==> src/rtl/ath_pkg.sv <==
package ath_pkg;

    // Field widths fixed by the interface
    localparam int SEQ_W  = 62;
    localparam int HL_W   = 5;
    localparam int HASH_W = 64;
    localparam int TERM_W = 8;
    localparam int LEN_W  = 6;
    localparam int CNT_W  = $clog2(SEQ_W + 1);

    localparam int DEF_MAX_HALF_LENGTH = 31;
    localparam int HALF_LENGTH_RESET   = 8;

    localparam logic [HASH_W-1:0] HASH_BASIS  = 64'd1469598103934665603;
    localparam logic [TERM_W-1:0] CORR_OFFSET = 8'd128;

    typedef struct packed {
        logic adv;
        logic apply;
        logic valid;
    } fnv_ctl_t;

    // Multiply by the FNV prime 2^40 + 2^8 + 2^7 + 2^5 + 2^4 + 2^1 + 2^0, modulo 2^64
    function automatic logic [HASH_W-1:0] fnv_mul(input logic [HASH_W-1:0] x);
        logic [HASH_W-1:0] lo;
        lo = x + (x << 1) + (x << 4) + (x << 5) + (x << 7) + (x << 8);
        return lo + (x << 40);
    endfunction

endpackage

==> src/rtl/ath_fnv_stage.sv <==
module ath_fnv_stage (
    input  logic                        clk,
    input  logic                        rst_n,
    input  ath_pkg::fnv_ctl_t           ctl,
    input  logic [ath_pkg::HASH_W-1:0]  hash_in,
    input  logic [ath_pkg::TERM_W-1:0]  term,
    output logic                        valid_out,
    output logic [ath_pkg::HASH_W-1:0]  hash_out
);
    import ath_pkg::*;

    logic              valid_reg;
    logic [HASH_W-1:0] hash_reg;
    logic [HASH_W-1:0] hash_next;

    // Skip the step for shifts beyond N+1
    always_comb
    begin
        hash_next = ctl.apply ? fnv_mul(hash_in ^ HASH_W'(term)) : hash_in;
    end

    always_ff @(posedge clk or negedge rst_n)
    begin
        if (!rst_n)
        begin
            valid_reg <= 1'b0;
        end
        else if (ctl.adv)
        begin
            valid_reg <= ctl.valid;
        end
    end

    always_ff @(posedge clk)
    begin
        if (ctl.adv)
        begin
            hash_reg <= hash_next;
        end
    end

    assign valid_out = valid_reg;
    assign hash_out  = hash_reg;

endmodule

==> config.mk <==
export PLATFORM = sky130hd
export DESIGN_NAME = ath_fnv_stage
export DESIGN_NICKNAME = d
export VERILOG_FILES = /design/src/rtl/ath_pkg.sv /design/src/rtl/ath_fnv_stage.sv
export SDC_FILE = /design/constraint.sdc
export NUM_CORES = 1
export LEC_CHECK = 0
export ABC_CLOCK_PERIOD_IN_PS = 900
export BUFFER_PORTS_ARGS = -buffer_cell sky130_fd_sc_hd__buf_2
export CAP_MARGIN = 5
export CORE_MARGIN = 2
export CORE_UTILIZATION = 50
export CTS_CLUSTER_DIAMETER = 150
export CTS_CLUSTER_SIZE = 8
export DETAILED_ROUTE_END_ITERATION = 8
export PLACE_DENSITY = 0.72
export SLEW_MARGIN = 20
export SYNTH_ARGS = -nofsm -noshare
export SYNTH_HDL_FRONTEND = slang
export SYNTH_SLANG_ARGS = --single-unit
export TNS_END_PERCENT = 5
==> constraint.sdc <==
create_clock -name clk -period 0.9 [get_ports clk]
set_clock_uncertainty 0.2 [all_clocks]
set_input_delay 0.045 -clock clk [delete_from_list [all_inputs] [get_ports clk]]
set_output_delay 0.045 -clock clk [all_outputs]
set_load 0.02 [all_outputs]
# After elaboration in Yosys (flattened, before gate mapping)
# Cells that the tools add are included.
# classes
muxes	1
addsub	6
bitwise_logic	1
# op_table
operator	n
$add A64 B64 Y64	6
$mux W64	1
$xor A64 B8 Y64	1
# totals
inputBits	77
output_inout_bits	65
ff_bits	65

# Longest topological paths before layout
# logic_depth
word_depth	8
mapped_depth	21
ltp_nobuf	21

# Least setup slack after synthesis
# Ideal clock, no wire load.
# synth_path
path_type	input-to-reg
startpoint	input term[2] (netlist name)
endpoint	register hash_reg[49], in the netlist hash_out[49], data pin
t_arrival_ns	4.623
slack_ns	-4.201
cell_stages	18
cell_sequence	xnor2_1 -> inv_1 -> xnor2_1 -> ha_1 -> fa_1 -> ha_1 -> ha_1 -> fa_1 -> a211oi_2 -> o21ai_1 -> nor2b_1 -> a211o_1 -> and2_4 -> a21o_1 -> a31o_1 -> a31oi_1 -> xnor2_1 -> mux2i_1
# synth_between
elab_chain_cells	8
# synth_rtl
element	line	rtl
from (decl)	ath_fnv_stage.sv:6	input logic [ath_pkg::TERM_W-1:0] term,
$xor A64 B8 Y64 (*)	ath_fnv_stage.sv:19	hash_next = ctl.apply ? fnv_mul(hash_in ^ HASH_W'(term)) : hash_in;
$add A64 B64 Y64 (5 in series)	ath_pkg.sv:26	lo = x + (x << 1) + (x << 4) + (x << 5) + (x << 7) + (x << 8);
$add A64 B64 Y64 (*)	ath_pkg.sv:27	return lo + (x << 40);
$mux W64 (*)	ath_fnv_stage.sv:19	
net hash_next[49]	ath_fnv_stage.sv:14	logic [HASH_W-1:0] hash_next;
to (signal assigned)	ath_fnv_stage.sv:38	hash_reg <= hash_next;
to (decl)	ath_fnv_stage.sv:13	logic [HASH_W-1:0] hash_reg;
# The timed path passes the listed nets; every way through them passes the cells marked *.
# A chain may end at the register's enable or synchronous reset.

# Final worst setup path
# layout_path
startpoint	input hash_in[13] (netlist name)
endpoint	register hash_reg[56], in the netlist hash_out[56], data pin
# layout_between
elab_chain_cells	8
# layout_rtl
element	line	rtl
from (decl)	ath_fnv_stage.sv:5	input logic [ath_pkg::HASH_W-1:0] hash_in,
$xor A64 B8 Y64 (*)	ath_fnv_stage.sv:19	
$add A64 B64 Y64 (5 in series)	ath_pkg.sv:26	
$add A64 B64 Y64 (*)	ath_pkg.sv:27	
$mux W64 (*)	ath_fnv_stage.sv:19	
net hash_next[56]	ath_fnv_stage.sv:14	
# Marks and branches as above.

==> results.ini <==
[placement]
placed_cell_area_sq_um = 17300
routabilityCongestion = 0.947
place_hpwl_um = 32500
io_buffers = 141
dp_slack_ns = -4.48

[final_layout]
drive_gt1_share_pct = 41.6
nets = 2367
fin_area_sq_um = 19700
area_delta_synth_final_pct = 47.9
final.fill_count = 1617

[setup_path]
required_ns = 0.80
crit_arrival_ns = 4.86
start_kind = primary input
worst_setup_path_end_kind = flip-flop
cp_max_fo = 4
path_class = in -> reg

[clocking]
cts_tree = done
root_buffer = clkbuf_16
hold_buffers = 2
cts_buffer_depth = 2
cts_buffers = 9
insertion_delay_ns = 0.35
clkSinkCount = 65
cts_max_level = 3
path_clk_slew_ns = 0.06

[yosys]
ys_warn_count = 0
synth_cells = 1408
synth_area_per_cell_sq_um = 9.45
synthTopCellsByArea = fa_1, edfxtp_1, inv_1
synth_nets = 1840
netlist_area_sq_um = 13300
ys_seq_elements = 65
synth_cell_types = 72
synth_top_cell_area_share_pct = 36.8
ys_async_sr_fraction_pct = 1.54
synth_edf_count = 64
synth.yosys.seq_area_share_pct = 14.6
yosys_most_used_dff = edfxtp_1
yosysTopAreaCell = fa_1

[run_status]
outcome = finished with violations
violations = DRC, hold timing, setup timing

[timing]
worst_pin_slew_ns = 0.602
setup-violations-final = 129
rsz0062_at_grt = yes
period_share_pct = 551
setup_ws_ns = -4.06
fin_setup_tns_ns = -223.00
fmax_mhz = 202
hold_viol = 20
maxSlewViolCount = 0
max_slew_margin_pct = 59.6
holdWs_ns = -0.270
period_minus_slack_ns = 4.96

[route]
wl_per_cell_um = 20.0
wl_um = 45500
drt_iter0_markers = 1005
drc = 8
ant_nets = 0
firstDrtPassIters = 7
via_per_inst = 5.47
num_vias = 12441

[floorplanning]
io-pin-count = 142
die-area_sq_um = 27900
fp-row-count = 59
die_w_um = 167
start_util_pct = 50.9
die_height_um = 167
core_sq_um = 26100

[global_routing]
track_usage_pct = 31.0
grt_max_degree = 36
grt_pass1_wl_um = 67600
overflow = 0
antenna_found_initial = 1
first_global_vias = 13283

[hold_path]
hp-class = in -> reg

[run]
drv_cap = 0

-- synthesized netlist by cell type, types with 3 or more instances --
| library cell | number |
|---|---|
| inv_1 | 401 |
| fa_1 | 245 |
| ha_1 | 110 |
| nand2_1 | 83 |
| o21ai_0 | 70 |
| a21oi_1 | 69 |
| edfxtp_1 | 64 |
| xnor2_1 | 46 |
| nor2_1 | 40 |
| xor2_1 | 30 |
| a21o_1 | 22 |
| nand4_1 | 18 |
| clkbuf_1 | 17 |
| nand3_1 | 15 |
| mux2i_1 | 14 |
| buf_2 | 13 |
| a31oi_1 | 11 |
| a211oi_1 | 9 |
| nor3_1 | 9 |
| mux2_2 | 8 |
| o21bai_1 | 8 |
| nor2b_1 | 7 |
| o21ai_1 | 7 |
| and3_1 | 6 |
| nand2b_1 | 5 |
| o211ai_1 | 5 |
| o21a_1 | 5 |
| o31ai_1 | 5 |
| buf_1 | 4 |
| a211o_1 | 3 |
| a21boi_0 | 3 |
| and2_1 | 3 |
| o221ai_1 | 3 |
| o22ai_1 | 3 |
-- stage by stage --
stage | utilization (%) | cells
after floorplan | - | 1408
after global routing | 75.3 | 2276
final | 75.3 | 2276
after CTS | 72.9 | 2253
after detailed placement | 66.2 | 2194
after global placement | 66.2 | 2194
-- final cells by class --
class / count / area, sq um / area share (%)
antenna: 1 / 2.50 / 0.0127
clock buffer: 13 / 260 / 1.32
clock inverter: 3 / 40.0 / 0.203
inverter: 402 / 1570 / 7.98
multi-input combinational: 904 / 11200 / 56.9
sequential: 65 / 1950 / 9.89
tap: 335 / 419 / 2.13
timing repair buffer: 553 / 4240 / 21.5
-- state kept, by name, indices dropped and copies added, names as in the netlist --
register,count
hash_out,64
valid_out,1
-- path summary, 6_finish.rpt --
kind / startpoint / endpoint / slack [ns] / cells after the start
worst min-delay path: ctl[0] / valid_out / -0.27 / 2
max in group asynchronous: rst_n / valid_out / 0.08 / 3
worst max register to register: valid_out / valid_out / -0.04 / 1
min in group asynchronous: rst_n / valid_out / 0.32 / 3
worst min register to register: valid_out / valid_out / 0.31 / 1
worst max-delay path: hash_in[13] / hash_out[56] / -4.06 / 23
-- layout by cell type, fill, tap and decap left out, types with 33 or more instances in the layout --
| cell type | netlist | final |
|---|---|---|
| a21oi_1 | 69 | 51 |
| buf_2 | 13 | 123 |
| buf_4 | 1 | 368 |
| buf_6 | 0 | 39 |
| edfxtp_1 | 64 | 64 |
| fa_1 | 245 | 238 |
| ha_1 | 110 | 53 |
| ha_4 | 0 | 55 |
| inv_1 | 401 | 356 |
| nand2_1 | 83 | 78 |
| nor2_1 | 40 | 33 |
| o21ai_0 | 70 | 38 |
| xnor2_1 | 46 | 34 |
-- timing repair --
| action | in CTS | in global routing |
|---|---|---|
| setup buffers | 41 | 22 |
| gates resized for setup | 223 | 99 |
| endpoints found under the setup margin | 129 | 129 |
| pin swaps | 123 | 58 |
| hold endpoints to repair | 21 | 17 |
-- worst max-delay path: stages --
cell	delay, ns
buf_6	0.08
clkinvlp_4	0.13
buf_4	0.18
fa_1	0.58
inv_2	0.05
fa_1	0.53
inv_1	0.05
fa_1	0.52
inv_2	0.05
ha_4	0.24
ha_4	0.28
nand4_1	0.16
nor3_2	0.23
buf_4	0.15
o211ai_1	0.09
buf_4	0.19
a311oi_2	0.32
a211oi_2	0.12
a21o_1	0.24
nor2_1	0.15
a31oi_1	0.16
xor2_1	0.20
mux2i_1	0.09
-- layer usage --
layer | vias to the layer above | routed length (um) | track usage, %
li1 | 5484 | - | -
met1 | 6121 | 17200 | 38.8
met2 | 636 | 22400 | 53.5
met3 | 200 | 3250 | 4.85
met4 | 0 | 2620 | 13.6
met5 | - | 0 | 0
-- cell families after synthesis --
logic type,Yosys count,share of synthesized area (%)
adder cells (fa/ha/maj),355,47.2
XOR/XNOR,76,5.00
AO/OA/AOI/OAI,249,11.8
flip-flops,65,14.6
AND/OR/NAND/NOR,201,7.06
multiplexers,23,1.81
buffers and inverters,439,12.5
Power is not shown: default switching activity piles up to over one toggle a cycle in this logic, so the estimate is an artifact.
