### config.mk
export PLATFORM = sky130hd
export DESIGN_NAME = ath_corr
export DESIGN_NICKNAME = d
export VERILOG_FILES = /design/src/rtl/ath_pkg.sv /design/src/rtl/ath_corr.sv
export SDC_FILE = /design/constraint.sdc
export NUM_CORES = 1
export LEC_CHECK = 0
export BUFFER_PORTS_ARGS = -buffer_cell sky130_fd_sc_hd__buf_4
export CAP_MARGIN = 20
export CORE_MARGIN = 5
export CORE_UTILIZATION = 30
export DETAILED_ROUTE_END_ITERATION = 8
export PLACE_DENSITY = 0.49
export SYNTH_ARGS = -nofsm -noshare
export SYNTH_HDL_FRONTEND = slang
export SYNTH_SLANG_ARGS = --single-unit
export TNS_END_PERCENT = 1
### constraint.sdc
create_clock -name vclk -period 10
set_input_delay 1 -clock vclk [all_inputs]
set_output_delay 1 -clock vclk [all_outputs]
set_load 0.005 [all_outputs]
### src/rtl/ath_pkg.sv
package ath_pkg;

    // Field widths fixed by the interface
    localparam int SEQ_W  = 62;
    localparam int HL_W   = 5;
    localparam int HASH_W = 64;
    localparam int TERM_W = 8;
    localparam int LEN_W  = 6;
    localparam int CNT_W  = $clog2(SEQ_W + 1);

    localparam int DEF_MAX_HALF_LENGTH = 31;
    localparam int HALF_LENGTH_RESET   = 8;

    localparam logic [HASH_W-1:0] HASH_BASIS  = 64'd1469598103934665603;
    localparam logic [TERM_W-1:0] CORR_OFFSET = 8'd128;

    typedef struct packed {
        logic adv;
        logic apply;
        logic valid;
    } fnv_ctl_t;

    // Multiply by the FNV prime 2^40 + 2^8 + 2^7 + 2^5 + 2^4 + 2^1 + 2^0, modulo 2^64
    function automatic logic [HASH_W-1:0] fnv_mul(input logic [HASH_W-1:0] x);
        logic [HASH_W-1:0] lo;
        lo = x + (x << 1) + (x << 4) + (x << 5) + (x << 7) + (x << 8);
        return lo + (x << 40);
    endfunction

endpackage

### src/rtl/ath_corr.sv
module ath_corr #(
    parameter int SHIFT = 2
) (
    input  logic [ath_pkg::SEQ_W-1:0]  word,
    input  logic [ath_pkg::LEN_W-1:0]  len,
    output logic [ath_pkg::TERM_W-1:0] term
);
    import ath_pkg::*;

    localparam int NCH = (SEQ_W + 7) / 8;

    logic [LEN_W-1:0]   win_w;
    logic [SEQ_W-1:0]   win;
    logic [SEQ_W-1:0]   diff;
    logic [NCH*8-1:0]   diff_pad;
    logic [3:0]         chunk_cnt [NCH];
    logic [CNT_W-1:0]   ones;

    always_comb
    begin
        win_w    = len - LEN_W'(SHIFT);
        win      = ~({SEQ_W{1'b1}} << win_w);
        diff     = (word ^ (word >> SHIFT)) & win;
        diff_pad = (NCH*8)'(diff);
        // Count each byte, then add the byte counts
        for (int c = 0; c < NCH; c++)
        begin
            chunk_cnt[c] = '0;
            for (int b = 0; b < 8; b++)
            begin
                chunk_cnt[c] = chunk_cnt[c] + 4'(diff_pad[c*8 + b]);
            end
        end
        ones = '0;
        for (int c = 0; c < NCH; c++)
        begin
            ones = ones + CNT_W'(chunk_cnt[c]);
        end
        // C(s) + 128 stays within 8 bits, so modular arithmetic is exact
        term = TERM_W'(win_w) + CORR_OFFSET - TERM_W'({ones, 1'b0});
    end

endmodule

* Yosys cells after proc, flatten, opt, wreduce, memory -nomap -nowiden
Cells that the tools add are included.
** Operators by class
- Add/subtract/negate cells :: 64
- Bitwise logic cells :: 3
- Shift operators :: 1
** Operators with widths (number)
- adder 4 x 1 -> 4 bit :: 30
- AND 62 bit :: 1
- inverter 62 bit :: 1
- << shifter 62 x 6 -> 62 bit, first input constant :: 1
- bitwise XOR 62 x 60 -> 62 bit :: 1
- adder 3 x 1 -> 4 bit :: 8
- adder 6 x 4 -> 6 bit :: 5
- adder 2 x 1 -> 3 bit :: 8
- adder 1 x 1 -> 2 bit :: 8
- adder 6 x 8 -> 8 bit, second input constant :: 1
- subtractor 8 x 7 -> 8 bit :: 1
- adder 5 x 4 -> 6 bit :: 1
- subtractor 6 x 2 -> 6 bit, second input constant :: 1
- adder 4 x 4 -> 5 bit :: 1
** Word-level totals
- Output and inout port bits :: 8
- Bits in registers :: 0
- Input bits :: 68
- Logic and storage cells :: 68

* Longest topological paths before layout
Gate-level depths: netlist of run 1.
- Depth in word-level cells :: 19
- Gate-level depth with buffers :: 32

* Least setup slack after synthesis of run 1
No wires, ideal clock.
- Path kind :: input-to-output
- From :: input port len[1] (netlist bit)
- To :: output port term[6] (netlist bit)
- Required time :: 9000 ps
- Data arrival time :: 8153 ps
- Path slack :: 847 ps
- Stages on the path :: 25
- Buffers on the path :: 0
- Path through :: inv_1 -> ha_1 -> inv_1 -> ha_1 -> nand2b_1 -> or2_2 -> o21ai_0 -> fa_1 -> fa_1 -> fa_1 -> fa_1 -> fa_1 -> fa_1 -> fa_1 -> fa_1 -> inv_1 -> ha_1 -> inv_1 -> fa_1 -> ha_1 -> nor2b_1 -> nor3_1 -> o21bai_1 -> a21oi_1 -> xor2_1
** Between the ends
- Longest elaborated chain between the ends :: 19
- Elaborated cells on any way between the ends :: 67
- Those cells by class :: add/sub (64); shift (1); bitwise (2)
** RTL lines
- start: declaration :: line ath_corr.sv:5 : input logic [ath_pkg::LEN_W-1:0] len,
- subtractor 6 x 2 -> 6 bit (*) :: line ath_corr.sv:21 : win_w = len - LEN_W'(SHIFT);
- << shifter 62 x 6 -> 62 bit :: line ath_corr.sv:22 : win = ~({SEQ_W{1'b1}} << win_w);
- inverter 62 bit :: line ath_corr.sv:22
- AND 62 bit :: line ath_corr.sv:23 : diff = (word ^ (word >> SHIFT)) & win;
- adder 1 x 1 -> 2 bit :: line ath_corr.sv:31 : chunk_cnt[c] = chunk_cnt[c] + 4'(diff_pad[c*8 + b]);
- adder 2 x 1 -> 3 bit :: line ath_corr.sv:31
- adder 3 x 1 -> 4 bit :: line ath_corr.sv:31
- adder 4 x 1 -> 4 bit (4 in series) :: line ath_corr.sv:31
- adder 4 x 4 -> 5 bit :: line ath_corr.sv:37 : ones = ones + CNT_W'(chunk_cnt[c]);
- adder 5 x 4 -> 6 bit :: line ath_corr.sv:37
- adder 6 x 4 -> 6 bit (5 in series) :: line ath_corr.sv:37
- subtractor 8 x 7 -> 8 bit (*) :: line ath_corr.sv:40 : term = TERM_W'(win_w) + CORR_OFFSET - TERM_W'({ones, 1'b0});
- end: declaration :: line ath_corr.sv:6 : output logic [ath_pkg::TERM_W-1:0] term
Mark *: on every way between the ends. The rest lies on a longest branch, timed or not.

* Worst setup path in the final report of run 1
Ends and elaborated chain as after synthesis.

==> impl_metrics.tcl, run 1 <==
set metrics [dict create \
    dp_cells 554 \
    overflow 0 \
    worstPathArrival_ps 8600 \
    drt_wl_total_um 8580 \
    first_global_vias 2732 \
    final_cell_mix "92 x buf_4, 55 x inv_1, 52 x fa_1" \
    synth_top_area_share_pct 35.6 \
    yosys.area_share.xor_xnor_pct 21.5 \
    diodes 0 \
    core_um2 9640 \
    status "finished, final reports clean" \
    ant_nets 0 \
    worst_pin_slew_ps 817 \
    routed-wl-met3_um 484 \
    critPathTopFamily "adder cells" \
    wire_per_inst_um 15.3 \
    die_w_um 109 \
    criticalPathCategory "input pin to output port" \
    viasPerCell 4.54 \
    cp-start-kind "input pin" \
    postLayoutCellArea_um2 3800 \
    top_layer "met4" \
    seq_cell_count 0 \
    layout_commonest_cell "buf_4" \
    whs_ps 2180 \
    finalSetupViolCount 0 \
    hold_path_end "term[0]" \
    drt-pass1-iter-count 4 \
    yosys.area.top_type "fa_1" \
    antenna_found_initial 0 \
    std_cell_rows 36 \
    rsz0062_at_grt "no" \
    regArea_um2 0 \
    synth-simple-area-share_pct 11.6 \
    drive_above_1_share_pct 26.1 \
    syn_area_per_cell_um2 8.57 \
    crit_buf_inv 6 \
    hpwl_um 7660 \
    ios 76 \
    critPathRequiredTime_ps 9000 \
    min_path_type "input pin to output port" \
    yosys_warnings 0 \
    synth_top_family_by_area "adder cells" \
    num_vias 2538 \
    fin_cells 559 \
    wl_met1_um 3700 \
    worstSetupEndpointType "output port" \
    gp_congestion 0.845 \
    post-route-util_pct 39.5 \
    hold-path-cell-count 2 \
    slew_headroom_pct 45.0 \
    synth_nets 484 \
    cap_violations 0 \
    synth_adder_area_share_pct 45.5 \
    critical_path_peak_fanout 8 \
    grt_pass1_wl_um 13700 \
    synth_area_leaders "fa_1 36%, xor2_1 13%, ha_1 9.9%" \
    drc 0 \
    grt_use_total_pct 15.0 \
    synth-compound-area-share_pct 12.2 \
    muxShareOfSynthArea_pct 0 \
    drt-initial-drc-count 91 \
    portBuffers 76 \
    fin_nets 571 \
    die_height_um 109 \
    hp-start "len[0]" \
    crit_path_frequent_cell "fa_1" \
    fmaxAchievable_mhz 104 \
    die_area_um2 11800 \
    syn_area_um2 2920 \
    crit_path_max_incr_delay_ps 570 \
    hold_viol 0 \
    grt_max_degree 16 \
    slowest_stage "fa_1" \
    clkbuf_count 0 \
    synthCells 341 \
    wl_met2_um 4230 \
    layout_min_cycle_time_ps 9600 \
    slew_viol_final 0 \
    period_share_pct 96.0 \
    yosysUniqueCellTypes 30 \
    area_growth_pct 30.2 \
    start_util_pct 30.3 \
    placed_area_um2 3700 \
    ys_seq_area_share_pct 0 \
]
logic make-up (layout without fill, tap and decap cells):
logic type | Yosys count | count (layout)
adder cells (fa/ha/maj) | 75 | 75
buffers and inverters | 65 | 150
AO/OA/AOI/OAI | 60 | 60
AND/OR/NAND/NOR | 71 | 71
XOR/XNOR | 70 | 70
how the worst max path moves through the flow:
stage	start	end	slack, ps	cells past startpoint
floorplan	len[1]	term[6]	850	25
global placement	len[1]	term[6]	40	26
detailed placement	len[1]	term[6]	-80	26
CTS	len[1]	term[6]	50	26
global route	len[1]	term[6]	9	27
finish	len[1]	term[6]	400	27
final cells by class:
| type | count | area [µm²] |
|---|---|---|
| fill | 1018 | 5840 |
| multi-input combinational | 276 | 2720 |
| timing repair buffer | 93 | 702 |
| inverter | 57 | 214 |
| tap | 133 | 166 |
routing by layer:
layer | vias up | GRT usage [%]
met5 | - | 0
met4 | 0 | 2.61
met3 | 10 | 0.947
met2 | 72 | 25.6
met1 | 1205 | 21.2
li1 | 1251 | -
timing repair:
action                     4_1_cts  5_1_grt
setup endpoints to repair        1        4
hold buffers                     0        0
pin swaps                        0        3
setup buffers                    0        5
gates resized for setup          1       16
cloned                           0        0
cell usage after synthesis:
| cell type | instances |
|---|---|
| nor2_2 | 1 |
| inv_1 | 55 |
| nor2b_1 | 5 |
| and3_1 | 4 |
| nor3b_2 | 1 |
| inv_2 | 2 |
| buf_4 | 4 |
| nand2b_1 | 2 |
| nand4_1 | 1 |
| a21o_1 | 4 |
| o21bai_1 | 2 |
| o211ai_1 | 10 |
| xor2_1 | 42 |
| buf_6 | 1 |
| xnor2_2 | 2 |
| nand2_1 | 23 |
| or2_2 | 2 |
| xnor2_1 | 26 |
| ha_1 | 23 |
| fa_1 | 52 |
| a211oi_1 | 5 |
| nor2_1 | 19 |
| o21a_1 | 2 |
| nand3_1 | 4 |
| clkbuf_1 | 3 |
| a21oi_1 | 17 |
| nor3_2 | 1 |
| nor3_1 | 7 |
| nand2_4 | 1 |
| o21ai_0 | 20 |
through the flow:
step           TNS (ps)  worst slack (ps)
2_1_floorplan         0               847
3_3_place_gp          0              37.6
3_5_place_dp      -76.3             -76.3
4_1_cts               0              47.4
5_1_grt               0              9.24
6_report              0               398
Power of run 1 is left out: the tool's default activity adds up to more than one toggle a clock period on the data nets, which glitch-free logic cannot reach.
==> run 2: changes to the inputs <==
--- a/config.mk
+++ b/config.mk
@@ -7,6 +7,7 @@
 export LEC_CHECK = 0
 export BUFFER_PORTS_ARGS = -buffer_cell sky130_fd_sc_hd__buf_4
 export CAP_MARGIN = 20
+export CORE_ASPECT_RATIO = 1.4
 export CORE_MARGIN = 5
 export CORE_UTILIZATION = 30
 export DETAILED_ROUTE_END_ITERATION = 8
==> run 2 against run 1 <==
Worst setup slack worse by 33 ps. First-iteration DRC count decreased by 18%. Cell count is 0.18% higher. Core utilization increased by 0.44 points. Die area is 0.24% higher. Clock-buffer cell count unchanged. Critical path depth is 4 higher. Critical path type unchanged.
==> impl_metrics.tcl, run 2 (synthesis results as in run 1) <==
set metrics [dict create \
    status "finished, final reports clean" \
    regArea_um2 0 \
    first_global_vias 2751 \
    layout_commonest_cell "buf_4" \
    drt_wl_total_um 8630 \
    hold_viol 0 \
    critical_path_peak_fanout 7 \
    fin_nets 573 \
    core_um2 9510 \
    drt-initial-drc-count 75 \
    worstPathArrival_ps 8630 \
    worstSetupEndpoint "term[7]" \
    area_growth_pct 29.9 \
    min_path_type "input pin to output port" \
    postLayoutCellArea_um2 3790 \
    viasPerCell 4.56 \
    placed_area_um2 3690 \
    worst_slack_ps 365 \
    pre_cts_ws_ps 89.8 \
    final_cell_mix "95 x buf_4, 55 x inv_1, 52 x fa_1" \
    hold-path-cell-count 2 \
    cap_violations 0 \
    critPathTopFamily "adder cells" \
    finalSetupViolCount 0 \
    wire_per_inst_um 15.4 \
    slew_viol_final 0 \
    grt_max_degree 14 \
    criticalPathCategory "input pin to output port" \
    grt_use_total_pct 14.4 \
    crit_path_frequent_cell "fa_1" \
    grt_pass1_wl_um 13600 \
    crit_start "len[1]" \
    die_area_um2 11800 \
    slowest_stage "fa_1" \
    crit_buf_inv 10 \
    drc 0 \
    antenna_found_initial 0 \
    holdBufCountCts 0 \
    period_share_pct 96.3 \
    start_util_pct 30.7 \
    diodes 0 \
    worstSetupEndpointType "output port" \
    critPathRequiredTime_ps 9000 \
    worst_pin_slew_ps 767 \
    fillers 1011 \
    std_cell_rows 42 \
    layout_min_cycle_time_ps 9630 \
    crit_path_max_incr_delay_ps 560 \
    fin_cells 560 \
    cp.depth 31 \
    cp-start-kind "input pin" \
    clkbuf_count 0 \
    gp_congestion 0.845 \
    slew_headroom_pct 48.3 \
    die_w_um 93.4 \
    portBuffers 76 \
    die_height_um 127 \
    seq_cell_count 0 \
    hpwl_um 7660 \
    dp_cells 553 \
    ios 76 \
    ant_nets 0 \
    fmaxAchievable_mhz 104 \
    drive_above_1_share_pct 26.2 \
    drt-pass1-iter-count 4 \
    num_vias 2551 \
    overflow 0 \
    tns_ps 0 \
]
-- run 2: cell types whose count changed in the layout (fill, tap and decap cells not counted), moves of 2 or more --
cell | previous run | this run
buf_4 | 92 | 95
nor3_1 | 3 | 6
nor2b_1 | 4 | 2
nor3_4 | 2 | 0
-- run 2: how the worst min path moves through the flow --
stage | from | end
2_1_floorplan | len[0] | term[0]
5_1_grt | len[0] | term[0]
4_1_cts | len[0] | term[0]
6_report | len[0] | term[0]
3_5_place_dp | len[0] | term[0]
3_3_place_gp | len[0] | term[0]
-- run 2: per-stage QoR --
stage                     hold slack, ps  util (%)
after global routing                2190      39.9
after CTS                           2180      38.8
final                               2180      39.9
after floorplan                     2080         -
after detailed placement            2180      38.8
after global placement              2180      38.8
-- run 2: cell type report --
class | instances | area (µm²) | area share (%)
multi-input cells | 276 | 2700 | 71.1
repair buffers | 95 | 713 | 18.8
well taps | 132 | 165 | 4.35
inverters | 57 | 219 | 5.77
-- run 2: timing repair --
item                       4_1_cts  5_1_grt
setup endpoints to repair        0        4
buffers inserted                 0        7
gates resized for setup          0       15
-- run 2: metal layers --
layer  global-route usage [%]  up-vias  wire length [µm]
li1                         -     1252                 -
met1                     18.5     1233              3480
met2                     27.0       58              4720
met3                    0.829        8               296
met4                     1.73        0               128
met5                        0        -                 0
Power of run 2 is left out for the same reason.
==> run 3: changes to the inputs <==
--- a/config.mk
+++ b/config.mk
@@ -7,11 +7,10 @@
 export LEC_CHECK = 0
 export BUFFER_PORTS_ARGS = -buffer_cell sky130_fd_sc_hd__buf_4
 export CAP_MARGIN = 20
-export CORE_ASPECT_RATIO = 1.4
 export CORE_MARGIN = 5
-export CORE_UTILIZATION = 30
+export CORE_UTILIZATION = 57
 export DETAILED_ROUTE_END_ITERATION = 8
-export PLACE_DENSITY = 0.49
+export PLACE_DENSITY = 0.84
 export SYNTH_ARGS = -nofsm -noshare
 export SYNTH_HDL_FRONTEND = slang
 export SYNTH_SLANG_ARGS = --single-unit
==> run 3 against run 2 <==
Cell count decreased by 12%. First-iteration DRC count increased by 130%. Via count up 4.1%. Worst hold slack better by 3.4 ps. Wire length fell by 2.9%. Critical path depth unchanged. Sequential cell count unchanged. Core utilization is 34 points higher. Largest cell class unchanged. Worst setup slack got worse by 98 ps.
==> impl_metrics.tcl, run 3 (synthesis results as in run 1) <==
set metrics [dict create \
    fillers 392 \
    worstSetupEndpointType "output port" \
    regArea_um2 0 \
    finalSetupViolCount 0 \
    ios 76 \
    worst_pin_slew_ps 717 \
    criticalPathCategory "input pin to output port" \
    antenna_found_initial 0 \
    drt-initial-drc-count 169 \
    use_met3_pct 1.97 \
    first_global_vias 2799 \
    layout_min_cycle_time_ps 9730 \
    slew_headroom_pct 51.7 \
    use_met2_pct 46.9 \
    cp-start-kind "input pin" \
    whs_ps 2190 \
    overflow 0 \
    holdBufCountCts 0 \
    cap_violations 0 \
    hpwl_um 7200 \
    status "finished, final reports clean" \
    drt_wl_total_um 8380 \
    viasPerCell 5.37 \
    ant_nets 0 \
    grt_pass1_wl_um 13000 \
    wire_per_inst_um 17.0 \
    std_cell_rows 26 \
    clkbuf_count 0 \
    slowest_stage "fa_1" \
    fmaxAchievable_mhz 103 \
    crit_buf_inv 10 \
    core_um2 5040 \
    multi_input_area_um2 2710 \
    drt-pass1-iter-count 4 \
    crit_path_max_incr_delay_ps 570 \
    placed_area_um2 3590 \
    portBuffers 76 \
    crit_path_frequent_cell "fa_1" \
    grt_util_met1_pct 32.7 \
    grt_busiest_layer "met2" \
    die_area_um2 6660 \
    die_height_um 81.6 \
    slew_viol_final 0 \
    gp_congestion 1.04 \
    seq_cell_count 0 \
    area_growth_pct 26.9 \
    num_vias 2655 \
    start_util_pct 57.9 \
    drive_above_1_share_pct 26.7 \
    drc 0 \
    die_w_um 81.6 \
    final_cell_mix "90 x buf_4, 55 x inv_1, 51 x fa_1" \
    grt_use_total_pct 25.8 \
    grt_max_degree 16 \
    min_path_type "input pin to output port" \
    worstPathArrival_ps 8730 \
    critPathTopFamily "adder cells" \
    period_share_pct 97.3 \
    critPathRequiredTime_ps 9000 \
    critical_path_peak_fanout 6 \
    postLayoutCellArea_um2 3710 \
    layout_commonest_cell "buf_4" \
    diodes 0 \
    hold_viol 0 \
    fin_nets 569 \
]
-- run 3: cell types whose count changed in the layout (fill, tap and decap cells not counted), sizes merged --
cell / previous run / this run
buf: 95 / 91
-- run 3: metrics by stage --
step | std cells | setup TNS, ps | utilization (%) | worst slack, ps
floorplan | 341 | 0 | - | 847
global placement | 487 | 0 | 71.1 | 264
detailed placement | 487 | 0 | 71.1 | 9.86
CTS | 487 | 0 | 71.1 | 87.0
global route | 494 | -58.0 | 73.5 | -37.1
finish | 494 | 0 | 73.5 | 267
-- run 3: what timing repair did --
item | 4_1_cts | 5_1_grt
gates cloned | 0 | 0
setup endpoints to repair | 1 | 4
pin swaps | 0 | 7
gates resized for setup | 1 | 19
setup buffers | 0 | 7
-- run 3: path summary, 6_finish.rpt --
check | from | to | slack (ps) | depth (start not counted)
hold / removal | len[0] | term[0] | 2190 | 2
setup / recovery | len[1] | term[6] | 270 | 31
-- run 3: layer usage --
layer	vias up	routed length [µm]
met5	-	0
met4	0	128
met3	10	505
met2	115	4510
met1	1286	3230
li1	1244	-
-- run 3: cell type report --
type                       instances  area share (%)
multi-input combinational        276            73.2
timing repair buffer              91            18.5
inverter                          57            5.91
tap                               70            2.36
Power of run 3 is left out for the same reason.
